===== src/hw/rtl/pcb_fifo.sv =====
module pcb_fifo #(
    parameter type item_t = logic
) (
    input  logic  clk,
    input  logic  rst_n,
    input  logic  push,
    output logic  full,
    input  item_t din,
    input  logic  pop,
    output logic  empty,
    output item_t dout
);

    item_t      mem_reg [2];
    logic       wr_ptr_reg;
    logic       rd_ptr_reg;
    logic [1:0] cnt_reg;
    logic       do_push;
    logic       do_pop;

    assign full    = (cnt_reg == 2'd2);
    assign empty   = (cnt_reg == 2'd0);
    assign do_push = push && !full;
    assign do_pop  = pop && !empty;
    assign dout    = mem_reg[rd_ptr_reg];

    // two-entry storage
    always_ff @(posedge clk)
    begin
        if (do_push)
        begin
            mem_reg[wr_ptr_reg] <= din;
        end
    end

    // pointers and fill level
    always_ff @(posedge clk or negedge rst_n)
    begin
        if (!rst_n)
        begin
            wr_ptr_reg <= 1'b0;
            rd_ptr_reg <= 1'b0;
            cnt_reg    <= 2'd0;
        end
        else
        begin
            if (do_push)
            begin
                wr_ptr_reg <= !wr_ptr_reg;
            end
            if (do_pop)
            begin
                rd_ptr_reg <= !rd_ptr_reg;
            end
            if (do_push && !do_pop)
            begin
                cnt_reg <= cnt_reg + 2'd1;
            end
            else if (do_pop && !do_push)
            begin
                cnt_reg <= cnt_reg - 2'd1;
            end
        end
    end

endmodule


===== config.mk =====
export PLATFORM = sky130hd
export DESIGN_NAME = pcb_fifo
export DESIGN_NICKNAME = d
export VERILOG_FILES = /design/src/hw/rtl/pcb_fifo.sv
export SDC_FILE = /design/constraint.sdc
export NUM_CORES = 1
export LEC_CHECK = 0
export BUFFER_PORTS_ARGS = -buffer_cell sky130_fd_sc_hd__clkbuf_2
export CELL_PAD_IN_SITES_DETAIL_PLACEMENT = 0
export CELL_PAD_IN_SITES_GLOBAL_PLACEMENT = 2
export CORE_AREA = 2 2 39 41
export DETAILED_ROUTE_END_ITERATION = 8
export DIE_AREA = 0 0 41 43
export PLACE_DENSITY_LB_ADDON = 0.1
export SETUP_SLACK_MARGIN = 0.4
export SLEW_MARGIN = 20
export SYNTH_ARGS = -nofsm -noshare
export SYNTH_HDL_FRONTEND = slang
export SYNTH_SLANG_ARGS = --single-unit

===== constraint.sdc =====
create_clock -name clk -period 2.5 [get_ports clk]
set_input_delay 0.375 -clock clk [delete_from_list [all_inputs] [get_ports clk]]
set_output_delay 0.375 -clock clk [all_outputs]
set_load 0.01 [all_outputs]

==> impl_metrics.env, run 1 <==
export IMPL_status="finished clean"
export IMPL_post_route_min_period_ns=1.49
export IMPL_synth_top_family_by_area="XOR/XNOR gates"
export IMPL_worstMarginPinSlew_ns=0.258
export IMPL_ys_seq_area_frac=0.598
export IMPL_ant_nets=0
export IMPL_dieArea_sq_um=1760
export IMPL_start_kind="register"
export IMPL_drive_above_1_share=0.324
export IMPL_synth_seq_cells=6
export IMPL_wl_per_cell_microns=9.12
export IMPL_antenna_cells=0
export IMPL_hpwl_microns=364
export IMPL_rsz0062_at_grt="false"
export IMPL_clkLatencyLatePin_ns=0.25
export IMPL_gp_congestion=0.706
export IMPL_powerDensity_nw_per_um2=1240
export IMPL_clock_root_buffer="clkbuf_4"
export IMPL_port_buffers=7
export IMPL_crit_start="cnt_reg[0]"
export IMPL_r2r_cells=6
export IMPL_wl_met1_microns=188
export IMPL_nets=41
export IMPL_crit_type="reg2reg"
export IMPL_h_tree_depth=1
export IMPL_internal_power_mw=0.296
export IMPL_track_usage=0.0828
export IMPL_placedInstanceArea_sq_um=323
export IMPL_timing_final_max_slew_violations=0
export IMPL_critPathCaptureType="register"
export IMPL_placeableCoreArea_sq_um=1380
export IMPL_grt_overflow=0
export IMPL_initial_core_util=0.193
export IMPL_cts_clk_slew_worst_paths_ns=0.05
export IMPL_postCtsSetupBuffers=0
export IMPL_syn_area_per_cell_sq_um=12.2
export IMPL_synth_xor_xnor_area_share=0.164
export IMPL_skew_ns=0.00560
export IMPL_grt_antenna_before_repair=0
export IMPL_wirelength_microns=456
export IMPL_worstPathRequired_ns=2.67
export IMPL_clk_path_buf_depth=2
export IMPL_design_area_sq_um=359
export IMPL_first_iter_violations=1
export IMPL_slew_headroom=0.827
export IMPL_rrSetupSlack_ns=1.01
export IMPL_arrival_ns=1.66
export IMPL_syn_inst=22
export IMPL_synth_net_count=28
export IMPL_synth_compound_area_frac=0.0187
export IMPL_nFillCells=163
export IMPL_drt_first_pass_iters=2
export IMPL_hold_path_class="in2reg"
export IMPL_fp_dieH_microns=43
export IMPL_synth_adder_area_share=0.0467
export IMPL_grt_pass1_vias=196
export IMPL_swShare=0.339
export IMPL_crit_fanout=5
export IMPL_cts_made_buffers=3
export IMPL_switchingPower_mw=0.151
export IMPL_seqPwrFrac=0.413
export IMPL_drc_errors=0
export IMPL_yosysWarnings=0
export IMPL_period_share=0.597
export IMPL_max_cap_viol_count=0
export IMPL_mostFrequentLayoutCells="7 x clkbuf_2, 4 x dfrtp_1, 3 x nor2_1, 3 x xnor2_1, 3 x clkbuf_4"
export IMPL_synth_simple_gate_area_frac=0.103
export IMPL_rr_endpoint="cnt_reg[1]"
export IMPL_area_growth_pct=34.1
export IMPL_fin_ws_ns=1.01
export IMPL_layout_commonest_cell="clkbuf_2"
export IMPL_cp_endpoint="cnt_reg[1]"
export IMPL_syn_cell_area_sq_um=268
export IMPL_met2_wirelength_microns=218
export IMPL_fp_row_count=14
export IMPL_ys_types=12
export IMPL_clkPwrFrac=0.220
export IMPL_r2r_start="cnt_reg[0]"
export IMPL_io_pins=8
export IMPL_routed_top_layer="met4"
export IMPL_fin_setup_tns_ns=0
export IMPL_hold_viol=0
export IMPL_wl_met3_microns=29
export IMPL_finalSetupViolCount=0
export IMPL_peakVddDrop_mv=0.293
export IMPL_fp_dieW_microns=41
export IMPL_clock_sinks=6
export IMPL_grt_max_degree=6
export IMPL_power_leakage_nw=0.174
export IMPL_routed_via_density=3.68
export IMPL_fmax_mhz=670
export IMPL_muxShareOfSynthArea=0.0421
export IMPL_cts_tree="yes"
export IMPL_combPwrFrac=0.367
export IMPL_post_place_ws_ns=1.00
export IMPL_vias=184
export IMPL_grt_pass1_wl_microns=828
-- repair_timing --
action / 4_1_cts / 5_1_grt
resized for setup: 0 / 0
hold buffers: 1 / 0
endpoints found under the hold margin: 4 / 0
-- power groups by stage --
stage | clock (mW) | sequential (mW) | combinational (mW)
2_1_floorplan | 0 | 0.179 | 0.125
3_3_place_gp | 0 | 0.186 | 0.165
3_5_place_dp | 0 | 0.187 | 0.166
4_1_cts | 0.104 | 0.186 | 0.169
5_1_grt | 0.110 | 0.191 | 0.189
6_report | 0.0983 | 0.185 | 0.164
-- worst max-delay path: stages, from the launching register on --
cell,delay (ns)
dfrtp_1,0.43
nand2b_1,0.20
nand2_1,0.12
inv_1,0.06
ha_1,0.32
nor2_1,0.13
xor2_1,0.15
-- cell usage after synthesis, drive strengths merged --
library cell	number	share of area
edfxtp	2	0.22
inv	2	0.028
xor2	2	0.065
ha	1	0.047
nand2b	1	0.023
mux2	1	0.042
o21ai	1	0.019
nor2	3	0.042
dfrtp	4	0.37
xnor2	3	0.098
and3	1	0.023
nand2	1	0.014
-- logic make-up after synthesis --
group,count (synthesis)
simple gates,6
xor+xnor,5
mux,1
fa+ha+maj,1
compound gates,1
flops,6
buf+inv,2
-- cell type report --
class | count | area (sq um) | area share
flip-flops and latches | 6 | 160 | 0.446
multi-input cells | 14 | 100 | 0.279
repair buffers | 8 | 45.0 | 0.125
clock buffers | 4 | 26.3 | 0.0732
well taps | 16 | 20.0 | 0.0557
inverters | 2 | 7.51 | 0.0209
-- metal layers --
metal | vias up | global-route usage
met5 | - | 0
met4 | 0 | 0.120
met3 | 2 | 0.0471
met2 | 6 | 0.0938
met1 | 82 | 0.0820
li1 | 94 | -
-- worst min-delay path by stage --
stage          start          to  slack, ns  cells past startpoint
2_1_floorplan  rst_n  cnt_reg[0]       0.08                      0
3_3_place_gp   rst_n  rd_ptr_reg       0.19                      1
3_5_place_dp   rst_n  rd_ptr_reg       0.19                      1
4_1_cts          din  mem_reg[1]       0.31                      1
5_1_grt          din  mem_reg[1]       0.31                      1
6_report         din  mem_reg[0]       0.32                      1
-- stage by stage --
stage | hold slack [ns] | power, mW | cells | util
2_1_floorplan | 0.0794 | 0.304 | 22 | -
3_3_place_gp | 0.191 | 0.351 | 45 | 0.233
3_5_place_dp | 0.189 | 0.353 | 45 | 0.233
4_1_cts | 0.310 | 0.458 | 50 | 0.259
5_1_grt | 0.306 | 0.490 | 50 | 0.259
6_report | 0.319 | 0.447 | 50 | 0.259
No activity file was read; power rests on OpenSTA's default activity.
==> inputs of run 2 (changes only) <==
==> constraint.sdc (replaced) <==
create_clock -name clk -period 1.49 [get_ports clk]
set_input_delay 0.2235 -clock clk [delete_from_list [all_inputs] [get_ports clk]]
set_output_delay 0.2235 -clock clk [all_outputs]
set_load 0.01 [all_outputs]
==> run 2 against run 1 <==
Net effect:
- first-iteration DRC count grew to 4.0 times the previous value
- register-to-register slack worse by 0.83 ns
- hold slack worse by 0.15 ns
- critical path depth is 1 higher
- final cell count is 12% higher
- critical path type unchanged
- sequential share of layout area is 9.7 points lower
==> impl_metrics.env, run 2 (synthesized netlist as in run 1, its figures left out) <==
export IMPL_layout_commonest_cell="buf_4"
export IMPL_powerDensity_nw_per_um2=2220
export IMPL_cts_tree="yes"
export IMPL_cts_made_buffers=3
export IMPL_hold_path_class="in2reg"
export IMPL_dieArea_sq_um=1760
export IMPL_peakVddDrop_mv=0.470
export IMPL_placeableCoreArea_sq_um=1380
export IMPL_hold_viol=0
export IMPL_io_pins=8
export IMPL_crit_fanout=4
export IMPL_worstPathRequired_ns=1.66
export IMPL_first_iter_violations=4
export IMPL_critPathCaptureType="register"
export IMPL_routed_via_density=3.79
export IMPL_nets=47
export IMPL_cts_clk_slew_worst_paths_ns=0.05
export IMPL_antenna_cells=0
export IMPL_worstMarginPinSlew_ns=0.191
export IMPL_arrival_ns=1.49
export IMPL_holdWs_ns=0.170
export IMPL_gp_congestion=0.623
export IMPL_rrSetupSlack_ns=0.17
export IMPL_mostFrequentLayoutCells="6 x buf_4, 4 x clkbuf_2, 3 x clkbuf_4"
export IMPL_grt_max_degree=5
export IMPL_slew_headroom=0.873
export IMPL_initial_core_util=0.193
export IMPL_drive_above_1_share=0.650
export IMPL_grt_overflow=0
export IMPL_port_buffers=7
export IMPL_grt_antenna_before_repair=0
export IMPL_start_kind="register"
export IMPL_fp_dieH_microns=43
export IMPL_timing_final_max_slew_violations=0
export IMPL_drc_errors=0
export IMPL_vias=212
export IMPL_period_share=0.884
export IMPL_finalSetupViolCount=0
export IMPL_h_tree_depth=1
export IMPL_wl_per_cell_microns=11.0
export IMPL_track_usage=0.0897
export IMPL_seq_area_sq_um=163
export IMPL_clock_sinks=6
export IMPL_final_util=0.336
export IMPL_hpwl_microns=390
export IMPL_fin_setup_tns_ns=0
export IMPL_rsz0062_at_grt="true"
export IMPL_nFillCells=146
export IMPL_post_place_ws_ns=0.0799
export IMPL_area_growth_pct=73.8
export IMPL_status="finished clean"
export IMPL_max_cap_viol_count=0
export IMPL_fmax_mhz=760
export IMPL_clkLatencyLatePin_ns=0.25
export IMPL_grt_pass1_wl_microns=986
export IMPL_clk_path_buf_depth=2
export IMPL_fp_dieW_microns=41
export IMPL_fp_row_count=14
export IMPL_multi_input_area_sq_um=150
export IMPL_grt_pass1_vias=237
export IMPL_ant_nets=0
export IMPL_post_route_min_period_ns=1.32
export IMPL_power_leakage_nw=0.223
export IMPL_crit_type="reg2reg"
export IMPL_wirelength_microns=618
export IMPL_skew_ns=0.00189
export IMPL_fin_ws_ns=0.174
export IMPL_clock_root_buffer="clkbuf_4"
export IMPL_drt_first_pass_iters=2
[run 2: worst paths after layout]
kind | from | end | depth (start not counted)
min in group asynchronous | rst_n | rd_ptr_reg | 2
max in group asynchronous | rst_n | cnt_reg[1] | 2
setup / recovery | cnt_reg[0] | cnt_reg[1] | 7
setup reg to reg | cnt_reg[0] | cnt_reg[1] | 7
hold / removal | din | mem_reg[1] | 1
hold reg to reg | cnt_reg[1] | cnt_reg[1] | 1
[run 2: final cells by class]
cell class                      instances  share of cell area
Clock buffer                            4              0.0565
Inverter                                2              0.0215
Multi-Input combinational cell         14               0.323
Sequential cell                         6               0.349
Tap cell                               16              0.0430
Timing Repair Buffer                   14               0.207
[run 2: stage by stage]
step	power [mW]	instances	instance area (sq um)
final	1.03	56	465
after global placement	0.647	45	350
after CTS	0.966	55	439
after floorplan	0.565	22	295
after detailed placement	0.653	45	350
after global routing	1.10	56	465
[run 2: routing by layer]
layer / part of all wire / global-route usage
met2: 0.58 / 0.138
met3: 0.034 / 0.0157
met4: 0 / 0.100
met5: 0 / 0
met1: 0.38 / 0.0879
[run 2: power breakdown]
part,leakage (nW),internal (mW),switching (mW)
combinational,0.144,0.318,0.210
clock,0.0150,0.102,0.0696
sequential,0.0632,0.253,0.0796
total,0.223,0.673,0.359
[run 2: timing repair]
action,CTS,global route
setup buffers,5,1
gates resized for setup,4,8
pin swaps,5,2
hold buffers,1,0
setup endpoints to repair,5,7
endpoints found under the hold margin,4,0
[run 2: critical path, stage by stage (launching register included)]
cell and delay, ns:
dfrtp_2 0.43, nand2b_4 0.17, nand2_4 0.08, inv_4 0.03, ha_4 0.14, xor2_1 0.14
nor2_1 0.11, xor2_1 0.14
==> inputs of run 3 (changes only) <==
--- a/config.mk
+++ b/config.mk
@@ -11,7 +11,7 @@
 export CORE_AREA = 2 2 39 41
 export DETAILED_ROUTE_END_ITERATION = 8
 export DIE_AREA = 0 0 41 43
-export PLACE_DENSITY_LB_ADDON = 0.1
+export PLACE_DENSITY = 0.55
 export SETUP_SLACK_MARGIN = 0.4
 export SLEW_MARGIN = 20
 export SYNTH_ARGS = -nofsm -noshare
==> run 3 against run 2 <==
Net effect:
- clock power fell by 5%
- via count rose by 0.94%
- critical path depth did not move
- final area fell by 5.4%
- register-to-register slack barely moved
- core utilization fell by 1.8 points
- hold slack got worse by 0.0052 ns
- fmax rose by 0.77%
- sequential power fell by 3%
- combinational power fell by 13%
- largest cell class unchanged
- highest routed layer is now met4
==> impl_metrics.env, run 3 (synthesized netlist as in run 1, its figures left out) <==
export IMPL_whs_path_depth=1
export IMPL_fin_setup_tns_ns=0
export IMPL_status="finished clean"
export IMPL_area_growth_pct=64.5
export IMPL_track_usage=0.0821
export IMPL_switchingPower_mw=0.321
export IMPL_grt_pass1_vias=222
export IMPL_fin_ws_ns=0.184
export IMPL_fmax_mhz=765
export IMPL_worstPathRequired_ns=1.65
export IMPL_grt_overflow=0
export IMPL_grt_max_degree=5
export IMPL_fp_dieW_microns=41
export IMPL_design_area_sq_um=440
export IMPL_hpwl_microns=374
export IMPL_powerDensity_nw_per_um2=2150
export IMPL_hp_start="din"
export IMPL_clk_path_buf_depth=2
export IMPL_hold_viol=0
export IMPL_slew_headroom=0.854
export IMPL_crit_type="reg2reg"
export IMPL_cts_clk_slew_worst_paths_ns=0.05
export IMPL_start_kind="register"
export IMPL_clkLatencyLatePin_ns=0.25
export IMPL_post_place_cells=45
export IMPL_gp_congestion=0.655
export IMPL_seqPwrFrac=0.342
export IMPL_min_to="mem_reg[1]"
export IMPL_drive_above_1_share=0.605
export IMPL_max_stage_delay_ns=0.42
export IMPL_port_buffers=7
export IMPL_finalNonFillerCells=54
export IMPL_post_route_min_period_ns=1.31
export IMPL_skew_ns=0.00656
export IMPL_vias=214
export IMPL_h_tree_depth=1
export IMPL_worstPathBufferInverterCount=1
export IMPL_drt_first_pass_iters=3
export IMPL_clkPwrFrac=0.172
export IMPL_swShare=0.338
export IMPL_critPathCaptureType="register"
export IMPL_mostFrequentLayoutCells="4 x clkbuf_2, 4 x buf_4, 3 x xnor2_1, 3 x clkbuf_4"
export IMPL_p_total_mw=0.947
export IMPL_drc_errors=0
export IMPL_grt_pass1_wl_microns=855
export IMPL_ant_nets=0
export IMPL_worstMarginPinSlew_ns=0.218
export IMPL_first_iter_violations=6
export IMPL_grt_antenna_before_repair=0
export IMPL_peakVddDrop_mv=0.432
export IMPL_rsz0062_at_grt="true"
export IMPL_initial_core_util=0.193
export IMPL_wirelength_microns=500
export IMPL_nets=45
export IMPL_nFillCells=151
export IMPL_hold_path_class="in2reg"
export IMPL_final_util=0.318
export IMPL_path_cells="nand2b_4 -> nand2_4 -> inv_2 -> ha_4 -> xor2_1 -> nor2_1 -> xor2_1"
export IMPL_antenna_cells=0
export IMPL_fp_row_count=14
export IMPL_io_pins=8
export IMPL_rrSetupSlack_ns=0.18
export IMPL_routed_via_density=3.96
export IMPL_max_cap_viol_count=0
export IMPL_clock_root_buffer="clkbuf_4"
export IMPL_clock_sinks=6
export IMPL_post_place_ws_ns=0.0956
export IMPL_period_share=0.877
export IMPL_fp_dieH_microns=43
export IMPL_r2r_start="cnt_reg[0]"
export IMPL_holdWs_ns=0.164
export IMPL_cts_made_buffers=3
export IMPL_crit_fanout=3
export IMPL_combPwrFrac=0.485
export IMPL_wl_per_cell_microns=9.26
export IMPL_cts_tree="yes"
export IMPL_arrival_ns=1.47
export IMPL_cp_common_cell="xor2_1"
export IMPL_dieArea_sq_um=1760
export IMPL_finalSetupViolCount=0
export IMPL_internal_power_mw=0.626
export IMPL_r2r_cells=7
export IMPL_power_leakage_nw=0.207
export IMPL_timing_final_max_slew_violations=0
export IMPL_rr_endpoint="cnt_reg[1]"
export IMPL_placeableCoreArea_sq_um=1380
export IMPL_placedInstanceArea_sq_um=350
export IMPL_crit_slowest_cell="dfrtp_2"
export IMPL_crit_family="flip-flops"
==> run 3: changes by cell type in the layout (fill, tap and decap cells not counted) <==
cell	change
inv_4	-1
inv_2	+1
buf_4	-2
xnor2_1	+1
xnor2_2	-1
==> run 3: worst max path at each step <==
stage                from         end  slack (ns)  cells after the start
2_1_floorplan  cnt_reg[0]  cnt_reg[1]        0.20                      5
3_3_place_gp   cnt_reg[0]  cnt_reg[1]        0.13                      5
3_5_place_dp   cnt_reg[0]  cnt_reg[1]         0.1                      5
4_1_cts        cnt_reg[1]  cnt_reg[1]        0.18                      5
5_1_grt        cnt_reg[0]  cnt_reg[1]        0.07                      7
6_report       cnt_reg[0]  cnt_reg[1]        0.18                      7
==> run 3: power by group through the flow <==
stage	Combinational, mW	Clock, mW	Sequential, mW
floorplan	0.256	0	0.309
global placement	0.319	0	0.321
detailed placement	0.332	0	0.324
CTS	0.414	0.168	0.318
global route	0.516	0.183	0.330
finish	0.460	0.163	0.324
==> run 3: per-layer routing <==
metal  GRT usage  part of all wire  routed length, microns  vias to the layer above
li1            -                 -                       -                      103
met1      0.0762              0.36                     182                      103
met2       0.106              0.56                     281                        5
met3      0.0314             0.026                      13                        3
met4       0.120             0.046                      23                        0
met5           0                 0                       0                        -
==> run 3: final cells by class <==
type / count / area, sq um / share of cell area
flip-flops and latches: 6 / 163 / 0.369
clock buffers: 4 / 26.3 / 0.0597
inverters: 2 / 7.51 / 0.0170
repair buffers: 12 / 81.3 / 0.185
multi-input cells: 14 / 143 / 0.324
well taps: 16 / 20.0 / 0.0455
==> run 3: what timing repair did <==
action,CTS,global route
cloned,0,0
pin swaps,3,0
setup endpoints to repair,5,6
hold buffers,1,0
setup buffers,3,1
gates resized for setup,3,8
endpoints found under the hold margin,4,0
